`src/rtl/cpc_pkg.sv`:
```
package cpc_pkg;

  localparam int FLD_W  = 24;
  localparam int RAD_W  = 16;
  localparam int SUM_W  = 17;   // radius sum and root
  localparam int DEL_W  = 18;   // centre delta while overlapping, signed
  localparam int NRM_W  = 18;   // q16 normal, signed
  localparam int RAD2_W = 34;   // squared distance seen by the root
  localparam int NORM_BITS = 16;
  localparam int ACC_W  = 28;   // pre-saturation width

  typedef logic signed [FLD_W-1:0] fld_t;

  typedef struct packed {
    fld_t             first_pos_x;
    fld_t             first_pos_y;
    logic [RAD_W-1:0] first_radius;
    fld_t             first_vel_x;
    fld_t             first_vel_y;
    fld_t             second_pos_x;
    fld_t             second_pos_y;
    logic [RAD_W-1:0] second_radius;
    fld_t             second_vel_x;
    fld_t             second_vel_y;
  } in_t;

  typedef struct packed {
    fld_t new_first_pos_x;
    fld_t new_first_pos_y;
    fld_t new_first_vel_x;
    fld_t new_first_vel_y;
    fld_t new_second_pos_x;
    fld_t new_second_pos_y;
    fld_t new_second_vel_x;
    fld_t new_second_vel_y;
    logic collided;
    logic coincident;
  } out_t;

  // everything one pair carries down the pipe
  typedef struct packed {
    in_t                      pair;
    logic [SUM_W-1:0]         s;
    logic [SUM_W-1:0]         cdist;
    logic signed [DEL_W-1:0]  dx;
    logic signed [DEL_W-1:0]  dy;
    logic signed [NRM_W-1:0]  nx;
    logic signed [NRM_W-1:0]  ny;
    logic                     hit;
    logic                     coin;
  } item_t;

  function automatic fld_t sat24(input logic signed [ACC_W-1:0] v);
    fld_t r;
    if (v > ACC_W'(signed'(24'sh7FFFFF))) begin
      r = 24'sh7FFFFF;
    end else if (v < ACC_W'(signed'(24'sh800000))) begin
      r = 24'sh800000;
    end else begin
      r = v[FLD_W-1:0];
    end
    return r;
  endfunction

endpackage

```
`src/rtl/cpc_if.sv`:
```
interface cpc_if #(parameter type payload_t = logic);
  logic     valid;
  logic     ready;
  payload_t payload;
  modport source (output valid, output payload, input ready);
  modport sink (input valid, input payload, output ready);
endinterface

```
`src/rtl/circle_pair_collision_core.sv`:
```
// equal-mass elastic collision of two circles, one candidate pair per item and one result
// per item, in order. fully pipelined: a new pair is taken every clock while the output
// is not stalled, and every pair passes 3 front stages for deltas, squares and the overlap
// test, 17 stages of the square-root unit at one root bit each, 19 stages of the two-lane
// normal divider at one quotient bit each plus rounding, and 6 resolve stages with the
// output register. a stalled result freezes the whole pipe, so nothing is lost or
// repeated; while the output register is empty or being taken, req.ready stays high.
// coincident centres pass both circles unchanged and raise coincident; outputs saturate
module circle_pair_collision_core (
  input  logic  clk,
  input  logic  rst,
  cpc_if.sink   req,
  cpc_if.source rsp
);

  logic           en;
  logic           f_valid, s_valid, d_valid, r_valid;
  cpc_pkg::item_t f_item, s_item, d_item;
  logic [cpc_pkg::RAD2_W-1:0] f_rad;
  cpc_pkg::out_t  r_data;

  // whole pipe advances unless a finished result is held back
  assign en        = !r_valid || rsp.ready;
  assign req.ready = en;

  // deltas, squared distance, overlap and coincidence
  cpc_front u_front (
    .clk       (clk),
    .rst       (rst),
    .en        (en),
    .in_valid  (req.valid),
    .in_data   (req.payload),
    .out_valid (f_valid),
    .out_item  (f_item),
    .out_rad   (f_rad)
  );

  // centre distance, floor of the root
  cpc_sqrt u_sqrt (
    .clk       (clk),
    .rst       (rst),
    .en        (en),
    .in_valid  (f_valid),
    .in_item   (f_item),
    .in_rad    (f_rad),
    .out_valid (s_valid),
    .out_item  (s_item)
  );

  // unit normal in q16
  cpc_div u_div (
    .clk       (clk),
    .rst       (rst),
    .en        (en),
    .in_valid  (s_valid),
    .in_item   (s_item),
    .out_valid (d_valid),
    .out_item  (d_item)
  );

  // separation, velocity exchange, saturation
  cpc_resolve u_resolve (
    .clk       (clk),
    .rst       (rst),
    .en        (en),
    .in_valid  (d_valid),
    .in_item   (d_item),
    .out_valid (r_valid),
    .out_data  (r_data)
  );

  assign rsp.valid   = r_valid;
  assign rsp.payload = r_data;

  // a pair is never both coincident and resolved
  a_flags_excl: assert property (@(posedge clk) disable iff (rst)
    r_valid |-> !(r_data.collided && r_data.coincident))
    else $error("collided and coincident both set");

  // coincident pairs leave with equal centres
  a_coin_pos: assert property (@(posedge clk) disable iff (rst)
    r_valid && r_data.coincident |->
      (r_data.new_first_pos_x == r_data.new_second_pos_x) &&
      (r_data.new_first_pos_y == r_data.new_second_pos_y))
    else $error("coincident pair moved");

  // reset empties the pipe
  a_rst_empty: assert property (@(posedge clk) rst |=> !r_valid)
    else $error("result valid after reset");

endmodule

```
`src/rtl/cpc_front.sv`:
```
module cpc_front (
  input  logic                         clk,
  input  logic                         rst,
  input  logic                         en,
  input  logic                         in_valid,
  input  cpc_pkg::in_t                 in_data,
  output logic                         out_valid,
  output cpc_pkg::item_t               out_item,
  output logic [cpc_pkg::RAD2_W-1:0]   out_rad
);

  logic [2:0] v;
  cpc_pkg::in_t p1, p2;
  logic signed [24:0] dx1, dy1, dx2, dy2;
  logic [cpc_pkg::SUM_W-1:0] s1, s2;
  logic [49:0] sqx, sqy;
  logic [33:0] ss;
  logic coin2;
  logic [50:0] d2;
  cpc_pkg::item_t it3;
  logic [33:0] rad3;

  always_ff @(posedge clk) begin
    if (rst) begin
      v <= '0;
    end else if (en) begin
      v <= {v[1:0], in_valid};
    end
  end

  // deltas and radius sum
  always_ff @(posedge clk) begin
    if (en) begin
      p1  <= in_data;
      dx1 <= 25'(in_data.second_pos_x) - 25'(in_data.first_pos_x);
      dy1 <= 25'(in_data.second_pos_y) - 25'(in_data.first_pos_y);
      s1  <= {1'b0, in_data.first_radius} + {1'b0, in_data.second_radius};
    end
  end

  // squares
  always_ff @(posedge clk) begin
    if (en) begin
      p2    <= p1;
      dx2   <= dx1;
      dy2   <= dy1;
      s2    <= s1;
      sqx   <= 50'(dx1 * dx1);
      sqy   <= 50'(dy1 * dy1);
      ss    <= 34'(s1 * s1);
      coin2 <= (dx1 == '0) && (dy1 == '0);
    end
  end

  assign d2 = {1'b0, sqx} + {1'b0, sqy};

  // overlap test
  always_ff @(posedge clk) begin
    if (en) begin
      it3.pair  <= p2;
      it3.s     <= s2;
      it3.cdist <= '0;
      it3.dx    <= dx2[cpc_pkg::DEL_W-1:0];
      it3.dy    <= dy2[cpc_pkg::DEL_W-1:0];
      it3.nx    <= '0;
      it3.ny    <= '0;
      it3.coin  <= coin2;
      it3.hit   <= !coin2 && (d2 < {17'b0, ss});
      rad3      <= d2[33:0];
    end
  end

  assign out_valid = v[2];
  assign out_item  = it3;
  assign out_rad   = rad3;

endmodule

```
`src/rtl/cpc_sqrt.sv`:
```
module cpc_sqrt (
  input  logic                       clk,
  input  logic                       rst,
  input  logic                       en,
  input  logic                       in_valid,
  input  cpc_pkg::item_t             in_item,
  input  logic [cpc_pkg::RAD2_W-1:0] in_rad,
  output logic                       out_valid,
  output cpc_pkg::item_t             out_item
);

  localparam int STEPS = cpc_pkg::SUM_W;
  localparam int AW    = cpc_pkg::RAD2_W + 1;

  logic [STEPS:0]  v;
  logic [AW-1:0]   rem  [STEPS+1];
  logic [AW-1:0]   root [STEPS+1];
  cpc_pkg::item_t  it   [STEPS+1];

  assign v[0]    = in_valid;
  assign rem[0]  = {1'b0, in_rad};
  assign root[0] = '0;
  assign it[0]   = in_item;

  // one result bit per stage, digit by digit
  for (genvar k = 0; k < STEPS; k++) begin : g_step
    localparam logic [AW-1:0] BIT = AW'(1) << (2 * (STEPS - 1 - k));
    logic [AW-1:0] trial;
    logic          ge;
    assign trial = root[k] + BIT;
    assign ge    = rem[k] >= trial;

    always_ff @(posedge clk) begin
      if (rst) begin
        v[k+1] <= 1'b0;
      end else if (en) begin
        v[k+1] <= v[k];
      end
    end

    always_ff @(posedge clk) begin
      if (en) begin
        rem[k+1]  <= ge ? rem[k] - trial : rem[k];
        root[k+1] <= ge ? (root[k] >> 1) + BIT : root[k] >> 1;
        it[k+1]   <= it[k];
      end
    end
  end

  always_comb begin
    out_item       = it[STEPS];
    out_item.cdist = root[STEPS][cpc_pkg::SUM_W-1:0];
  end
  assign out_valid = v[STEPS];

endmodule

```
`src/rtl/cpc_div.sv`:
```
module cpc_div (
  input  logic           clk,
  input  logic           rst,
  input  logic           en,
  input  logic           in_valid,
  input  cpc_pkg::item_t in_item,
  output logic           out_valid,
  output cpc_pkg::item_t out_item
);

  // quotient of |d| * 2^17 / dist, one bit per stage, x and y side by side
  localparam int STEPS = cpc_pkg::NORM_BITS + 2;
  localparam int AW    = cpc_pkg::DEL_W + cpc_pkg::NORM_BITS + 1;
  localparam int QW    = STEPS;

  logic [STEPS:0]  v;
  logic [AW-1:0]   rx [STEPS+1];
  logic [AW-1:0]   ry [STEPS+1];
  logic [QW-1:0]   qx [STEPS+1];
  logic [QW-1:0]   qy [STEPS+1];
  cpc_pkg::item_t  it [STEPS+1];
  logic [cpc_pkg::DEL_W-1:0] ax, ay;
  logic            vo;
  cpc_pkg::item_t  ito;
  cpc_pkg::item_t  ito_next;
  logic signed [QW:0] sqx, sqy;

  assign ax = in_item.dx[cpc_pkg::DEL_W-1] ? cpc_pkg::DEL_W'(-in_item.dx)
                                            : cpc_pkg::DEL_W'(in_item.dx);
  assign ay = in_item.dy[cpc_pkg::DEL_W-1] ? cpc_pkg::DEL_W'(-in_item.dy)
                                            : cpc_pkg::DEL_W'(in_item.dy);

  assign v[0]  = in_valid;
  assign rx[0] = {ax, (cpc_pkg::NORM_BITS + 1)'(0)};
  assign ry[0] = {ay, (cpc_pkg::NORM_BITS + 1)'(0)};
  assign qx[0] = '0;
  assign qy[0] = '0;
  assign it[0] = in_item;

  for (genvar k = 0; k < STEPS; k++) begin : g_step
    logic [AW-1:0] sub;
    logic gx, gy;
    assign sub = AW'(it[k].cdist) << (STEPS - 1 - k);
    assign gx  = rx[k] >= sub;
    assign gy  = ry[k] >= sub;

    always_ff @(posedge clk) begin
      if (rst) begin
        v[k+1] <= 1'b0;
      end else if (en) begin
        v[k+1] <= v[k];
      end
    end

    always_ff @(posedge clk) begin
      if (en) begin
        rx[k+1] <= gx ? rx[k] - sub : rx[k];
        ry[k+1] <= gy ? ry[k] - sub : ry[k];
        qx[k+1] <= {qx[k][QW-2:0], gx};
        qy[k+1] <= {qy[k][QW-2:0], gy};
        it[k+1] <= it[k];
      end
    end
  end

  // restore sign, then round half up to q16
  assign sqx = it[STEPS].dx[cpc_pkg::DEL_W-1] ? -signed'({1'b0, qx[STEPS]})
                                               : signed'({1'b0, qx[STEPS]});
  assign sqy = it[STEPS].dy[cpc_pkg::DEL_W-1] ? -signed'({1'b0, qy[STEPS]})
                                               : signed'({1'b0, qy[STEPS]});

  always_comb begin
    ito_next    = it[STEPS];
    ito_next.nx = cpc_pkg::NRM_W'((sqx + (QW+1)'(1)) >>> 1);
    ito_next.ny = cpc_pkg::NRM_W'((sqy + (QW+1)'(1)) >>> 1);
  end

  always_ff @(posedge clk) begin
    if (rst) begin
      vo <= 1'b0;
    end else if (en) begin
      vo <= v[STEPS];
    end
  end

  always_ff @(posedge clk) begin
    if (en) begin
      ito <= ito_next;
    end
  end

  assign out_valid = vo;
  assign out_item  = ito;

endmodule

```
`src/rtl/cpc_resolve.sv`:
```
module cpc_resolve (
  input  logic           clk,
  input  logic           rst,
  input  logic           en,
  input  logic           in_valid,
  input  cpc_pkg::item_t in_item,
  output logic           out_valid,
  output cpc_pkg::out_t  out_data
);

  localparam int AW = cpc_pkg::ACC_W;

  logic [5:0] v;
  cpc_pkg::item_t i1, i2, i3, i4, i5;
  logic signed [17:0] ov;
  logic signed [35:0] pex, pey;
  logic signed [41:0] m1x, m1y, m2x, m2y;
  logic signed [18:0] ex2, ey2, ex3, ey3, ex4, ey4, ex5, ey5;
  logic signed [42:0] v1n, v2n;
  logic signed [43:0] dv;
  logic signed [39:0] phx, phy;
  logic signed [40:0] plx, ply;
  logic signed [63:0] sx, sy;
  logic signed [AW-1:0] fx, fy;
  cpc_pkg::out_t o6;

  always_ff @(posedge clk) begin
    if (rst) begin
      v <= '0;
    end else if (en) begin
      v <= {v[4:0], in_valid};
    end
  end

  assign ov = signed'({1'b0, in_item.s}) - signed'({1'b0, in_item.cdist});

  // products with the normal
  always_ff @(posedge clk) begin
    if (en) begin
      i1  <= in_item;
      pex <= 36'(in_item.nx * ov);
      pey <= 36'(in_item.ny * ov);
      m1x <= 42'(in_item.pair.first_vel_x * in_item.nx);
      m1y <= 42'(in_item.pair.first_vel_y * in_item.ny);
      m2x <= 42'(in_item.pair.second_vel_x * in_item.nx);
      m2y <= 42'(in_item.pair.second_vel_y * in_item.ny);
    end
  end

  // half overlap, normal speeds
  always_ff @(posedge clk) begin
    if (en) begin
      i2  <= i1;
      ex2 <= 19'((pex + 36'sd65536) >>> 17);
      ey2 <= 19'((pey + 36'sd65536) >>> 17);
      v1n <= 43'(m1x) + 43'(m1y);
      v2n <= 43'(m2x) + 43'(m2y);
    end
  end

  always_ff @(posedge clk) begin
    if (en) begin
      i3  <= i2;
      ex3 <= ex2;
      ey3 <= ey2;
      dv  <= 44'(v2n) - 44'(v1n);
    end
  end

  // dv times normal, split into high and low partial products
  always_ff @(posedge clk) begin
    if (en) begin
      i4  <= i3;
      ex4 <= ex3;
      ey4 <= ey3;
      phx <= 40'(signed'(dv[43:22]) * i3.nx);
      phy <= 40'(signed'(dv[43:22]) * i3.ny);
      plx <= 41'(signed'({1'b0, dv[21:0]}) * i3.nx);
      ply <= 41'(signed'({1'b0, dv[21:0]}) * i3.ny);
    end
  end

  assign sx = (64'(phx) <<< 22) + 64'(plx) + 64'sh80000000;
  assign sy = (64'(phy) <<< 22) + 64'(ply) + 64'sh80000000;

  always_ff @(posedge clk) begin
    if (en) begin
      i5  <= i4;
      ex5 <= ex4;
      ey5 <= ey4;
      fx  <= AW'(sx >>> 32);
      fy  <= AW'(sy >>> 32);
    end
  end

  // apply and saturate
  always_ff @(posedge clk) begin
    if (en) begin
      o6.collided   <= i5.hit;
      o6.coincident <= i5.coin;
      if (i5.hit) begin
        o6.new_first_pos_x  <= cpc_pkg::sat24(AW'(i5.pair.first_pos_x) - AW'(ex5));
        o6.new_first_pos_y  <= cpc_pkg::sat24(AW'(i5.pair.first_pos_y) - AW'(ey5));
        o6.new_second_pos_x <= cpc_pkg::sat24(AW'(i5.pair.second_pos_x) + AW'(ex5));
        o6.new_second_pos_y <= cpc_pkg::sat24(AW'(i5.pair.second_pos_y) + AW'(ey5));
        o6.new_first_vel_x  <= cpc_pkg::sat24(AW'(i5.pair.first_vel_x) + fx);
        o6.new_first_vel_y  <= cpc_pkg::sat24(AW'(i5.pair.first_vel_y) + fy);
        o6.new_second_vel_x <= cpc_pkg::sat24(AW'(i5.pair.second_vel_x) - fx);
        o6.new_second_vel_y <= cpc_pkg::sat24(AW'(i5.pair.second_vel_y) - fy);
      end else begin
        o6.new_first_pos_x  <= i5.pair.first_pos_x;
        o6.new_first_pos_y  <= i5.pair.first_pos_y;
        o6.new_second_pos_x <= i5.pair.second_pos_x;
        o6.new_second_pos_y <= i5.pair.second_pos_y;
        o6.new_first_vel_x  <= i5.pair.first_vel_x;
        o6.new_first_vel_y  <= i5.pair.first_vel_y;
        o6.new_second_vel_x <= i5.pair.second_vel_x;
        o6.new_second_vel_y <= i5.pair.second_vel_y;
      end
    end
  end

  assign out_valid = v[5];
  assign out_data  = o6;

endmodule
```
`src/flat_wrapper.sv`:
```
// flat-port wrapper written by rule: the top's interface ports become plain ports
module circle_pair_collision_core_flat 
  (clk, rst, req_valid, req_payload, req_ready, rsp_valid, rsp_payload, rsp_ready);
  cpc_if req_i ();
  cpc_if rsp_i ();
  input  logic clk;
  input  logic rst;
  input wire logic [$bits(req_i.valid)-1:0] req_valid;
  input wire logic [$bits(req_i.payload)-1:0] req_payload;
  output wire logic [$bits(req_i.ready)-1:0] req_ready;
  output wire logic [$bits(rsp_i.valid)-1:0] rsp_valid;
  output wire logic [$bits(rsp_i.payload)-1:0] rsp_payload;
  input wire logic [$bits(rsp_i.ready)-1:0] rsp_ready;
  assign req_i.valid = req_valid;
  assign req_i.payload = req_payload;
  assign req_ready = req_i.ready;
  assign rsp_valid = rsp_i.valid;
  assign rsp_payload = rsp_i.payload;
  assign rsp_i.ready = rsp_ready;
  circle_pair_collision_core u_core (.clk(clk), .rst(rst), .req(req_i), .rsp(rsp_i));
endmodule
```
`config.mk`:
```
export PLATFORM = sky130hd
export DESIGN_NAME = circle_pair_collision_core_flat
export DESIGN_NICKNAME = d
export VERILOG_FILES = /design/src/rtl/cpc_pkg.sv /design/src/rtl/cpc_if.sv /design/src/rtl/circle_pair_collision_core.sv /design/src/rtl/cpc_front.sv /design/src/rtl/cpc_sqrt.sv /design/src/rtl/cpc_div.sv /design/src/rtl/cpc_resolve.sv /design/src/flat_wrapper.sv
export SDC_FILE = /design/constraint.sdc
export NUM_CORES = 1
export LEC_CHECK = 0
export BUFFER_PORTS_ARGS = -buffer_cell sky130_fd_sc_hd__buf_2
export CELL_PAD_IN_SITES_DETAIL_PLACEMENT = 1
export CELL_PAD_IN_SITES_GLOBAL_PLACEMENT = 1
export CORE_AREA = 2 2 64 66
export CTS_CLUSTER_SIZE = 30
export DETAILED_ROUTE_END_ITERATION = 8
export DIE_AREA = 0 0 66 68
export PLACE_DENSITY = 0.77
export SYNTH_ARGS = -nofsm -noshare
export SYNTH_HDL_FRONTEND = slang
export SYNTH_SLANG_ARGS = --single-unit
```
`constraint.sdc`:
```
create_clock -name clk -period 1.15 [get_ports clk]
set_input_delay 0.115 -clock clk [delete_from_list [all_inputs] [get_ports clk]]
set_output_delay 0.115 -clock clk [all_outputs]
set_load 0.02 [all_outputs]
```
# Word-level counts from Yosys, hierarchy flattened

Cells that the tools add are included.

Reductions and logical operators: 2

Operators by type and width:

| kind             | count |
|---|---|
| $logic_not 1->1  | 1 |
| $logic_or 1x1->1 | 1 |

Bits in registers: 45
Bits of input ports: 5

# Depth between registers and ports, before layout

Depth after elaboration: 2
Depth in mapped cells: 5

# Cells and area by module

A second synthesis with hierarchy kept.

Cells, all modules: 49320
Area total of the unflattened synthesis: 750167.0 µm²

Modules (own cells, without submodules):

| module                     | times used | cells an instance | area each (µm²) |
|---|---|---|---|
| cpc_div                    | 1          | 13446             | 249920.9 |
| cpc_resolve                | 1          | 20282             | 216047.2 |
| cpc_sqrt                   | 1          | 8346              | 197659.6 |
| cpc_front                  | 1          | 7244              | 86529.2 |
| circle_pair_collision_core | 1          | 2                 | 10.0 |

# Worst setup path after synthesis

No wires, ideal clock.

Path kind: register to register
Start point: register u_core.u_resolve.v[5]
End point: register u_core.u_div.v[1]
Library setup time: 72 ps
Arrival time: 1160 ps
Data required time: 1078 ps
Slack: -82 ps
Cell stages (with the launch flop): 6
Buffers on the path: 3
Period minus slack after synthesis: 1232 ps
Cells stage by stage: dfxtp_1 -> nor2b_4 -> buf_6 -> buf_8 -> buf_6 -> mux2i_1

Word-level cells in the longest chain between the ends: 2

Ends and longest elaborated chain:

| item                          | line                             | text |
|---|---|---|
| start, declared               | cpc_resolve.sv:13                | `logic [5:0] v;` |
| start signal, assigned        | cpc_resolve.sv:31                | `v <= {v[4:0], in_valid};` |
| $logic_not 1->1               | circle_pair_collision_core.sv:23 | `assign en = !r_valid \|\| rsp.ready;` |
| $logic_or 1x1->1              | circle_pair_collision_core.sv:23 |  |
| end signal, assigned by index | cpc_div.sv:51                    | `v[k+1] <= v[k];` |
| end, declared                 | cpc_div.sv:16                    | `logic [STEPS:0] v;` |

Every way passes these cells.
A chain may end at the register's enable or synchronous reset.

# Worst setup path in the final report

Start point: register u_core.u_resolve.v[5]
End point: output port req_ready

Word-level cells in the longest chain between the ends: 2

Ends and longest elaborated chain:

| item             | line                             | text |
|---|---|---|
| $logic_not 1->1  | circle_pair_collision_core.sv:23 |  |
| $logic_or 1x1->1 | circle_pair_collision_core.sv:23 |  |
| end, declared    | flat_wrapper.sv:10               | `output wire logic [$bits(req_i.ready)-1:0] req_ready;` |

Every way passes these cells.

==> metrics <==
status=complete, but fails checks; violations in the final reports=negative setup slack; Crit path required time=1.03 ns; R2R depth=4; syn_nets=roughly 160; Total Routing Usage GR=about 15%; Final Max Tran Viols=0; Power Density=1290 nW/um2; critical path arrival=between 1 and 1.5 ns; Util after Layout=between 50% and 60%; number of global-route vias before repair=1064; critical path endpoint category=output port; clk_skew=0.00437 ns; Clock Tree Buf Depth=2; final setup fails=1; Placer Congestion=between 0.6 and 0.7; #FFs+latches synth=45; IO Count=8; total gr overflow=0; CP max stage delay=about 0.34 ns; Hold Crit Start=req_valid; post-route clock period utilization=101%; DR iter-0 viols=15; RSZ-0062 raised after global routing=true; layout cells sized above 1=about 17%; htree depth=2; Routed Antenna Nets=0; flop-to-flop setup slack=~0.010 ns; leakage power=0.714 nW; die area=4490 um2; pin count of the biggest net entering global routing=22; pre-CTS setup slack=0.0165 ns; Die H=between 60 and 70 um; WHS Endpoint=u_core.u_front.v[0]; Pint=2.07 mW; class of the worst hold path=input port to flip-flop; count of final hold-check violations=0; initial antenna violation count=0; Area growth, synth to finish=15.5%; DR vias=~1000; DR DRC count=0; Starting Density=45.1%; CTS tree=built; port bufs=5; peak supply drop=871 uV; Post-Synthesis Cells=150; clock network power share=between 30% and 40%; Comb pwr share=2.3%; fmax=about 860 MHz; clock sink count=45; post-synthesis cell type count=14; Detailed Route WL=slightly above 3000 um; clock slew at reported path FFs=about 0.07 ns; CTS buffer count=5; first-pass GRT wire length=around 4800 um; PnR Total Power=2.58 mW; worst path cell trace=nor2b_4 -> inv_4 -> buf_6; crit path launch type=flip-flop; crit path max fanout=3; setup slack after layout=-0.0118 ns; Seq pwr share=60.5%; R2R Path End=u_core.u_div.v[5]; Die Width=between 60 and 70 um; Worst Hold Depth=3; Clk Tree Root Cell=clkbuf_8; DR pass1 iterations=4; Final min period=~1.2 ns; Via-to-Cell Ratio=4.76; warnings from Yosys=0; sequential area share after synthesis=51.8%; mean area per synthesized cell=11.6 um2; DR WL/cell=around 14 um; Sw Ratio=between 10% and 20%; CP Class=flip-flop to output port; max cap viols=0; Synth Cell Area=~1700 um2; crit path max-delay cell type=dfxtp_2; row count=23; core area=about 3900 um2; nets=approximately 170; DP HPWL=around 1800 um; clk_lat worst skew=just under 0.3 ns; Hold-fix buffers, CTS=0; Sw Pwr=between 0.5 and 0.6 mW; # diodes=0; worst r2r src=u_core.u_resolve.v[5]
[cells by family (layout without fill, tap and decap cells)]
group	count (synthesis)	in the layout	share of synthesized area, %
flip-flops	45	45	51.8
multiplexers	43	43	24.7
AND/OR/NAND/NOR	46	46	17.3
buffers and inverters	13	26	5.39
other	1	1	0.216
AO/OA/AOI/OAI	2	2	0.575
[synthesized netlist by cell type]
cell / instances / area share [%]
conb_1: 1 / 0.22
dfxtp_1: 45 / 52
o21ai_1: 1 / 0.29
inv_2: 1 / 0.22
a21oi_1: 1 / 0.29
mux2i_1: 43 / 25
buf_4: 3 / 1.3
or4bb_1: 1 / 0.65
buf_6: 3 / 1.9
clkbuf_1: 4 / 0.86
nor2b_4: 1 / 0.79
nand2b_1: 44 / 16
inv_1: 1 / 0.22
buf_8: 1 / 0.86
[worst max-delay path by stage]
stage,end,depth (start not counted),start,slack [ns]
after floorplan,u_core.u_div.v[1],5,u_core.u_resolve.v[5],-0.004
after global placement,u_core.u_sqrt.v[11],3,u_core.u_resolve.v[5],0.10
after detailed placement,u_core.u_sqrt.v[3],3,u_core.u_resolve.v[5],0.02
after CTS,u_core.u_div.v[11],4,u_core.u_resolve.v[5],-0.008
after global routing,u_core.u_div.v[5],4,u_core.u_resolve.v[5],-0.07
final,req_ready,3,u_core.u_resolve.v[5],-0.01
[sequential cells by signal, indices dropped and copies added, names as in the netlist]
name and count:
u_core.u_div.out_valid 1, u_core.u_div.v 18, u_core.u_front.v 3, u_core.u_resolve.v 6
u_core.u_sqrt.out_valid 1, u_core.u_sqrt.v 16
[cells in the final DEF, fill, tap and decap left out, types with 2 or more instances in the layout]
cell and count:
buf_12 2, buf_2 4, buf_4 4, buf_6 4
clkbuf_16 2, clkbuf_8 6, dfxtp_1 44, mux2i_1 42
nand2b_1 44
[layout make-up]
class / count / area (um2)
Fill cell: 411 / 1850
Sequential cell: 45 / 902
Multi-Input combinational cell: 92 / 748
Timing Repair Buffer: 17 / 200
Clock buffer: 7 / 86.3
Tap cell: 50 / 62.6
Inverter: 2 / 10.0
[layer usage]
layer  track usage (%)  vias to the layer above  share of wire, %
met1              17.1                      487                46
met4              8.42                        0               2.1
met2              25.0                       12                49
met3              5.43                        5               3.3
met5                 0                        -                 0
li1                  -                      510                 -
[timing repair]
| item | in CTS | in global routing |
|---|---|---|
| buffers inserted | 3 | 1 |
| cloned | 0 | 3 |
| gates resized for setup | 2 | 8 |
| setup endpoints to repair | 1 | 38 |
[critical path: cells and delay by family, from the launching register on]
kind / cells / cell delay (ns)
AND/OR/NAND/NOR: 1 / 0.22
flip-flops: 1 / 0.34
buffers and inverters: 2 / 0.19
[power groups by stage]
| stage | combinational, mW | clock, mW | sequential (mW) |
|---|---|---|---|
| global route | 0.0653 | 1.05 | 1.56 |
| floorplan | 0.0490 | 0 | 1.60 |
| detailed placement | 0.0611 | 0 | 1.60 |
| finish | 0.0598 | 0.960 | 1.56 |
| global placement | 0.0570 | 0 | 1.60 |
| CTS | 0.0613 | 0.986 | 1.56 |
[stage by stage]
step                hold WS [ns]  cells  cell area (um2)  setup TNS [ns]
CTS                        0.102    209             1910         -0.0130
detailed placement         0.414    199             1790               0
floorplan                  0.267    150             1740         -0.0385
finish                     0.103    213             2010         -0.0118
global placement           0.388    199             1790               0
global route               0.127    213             2010          -0.824
Power figures use the tool's default switching activity.
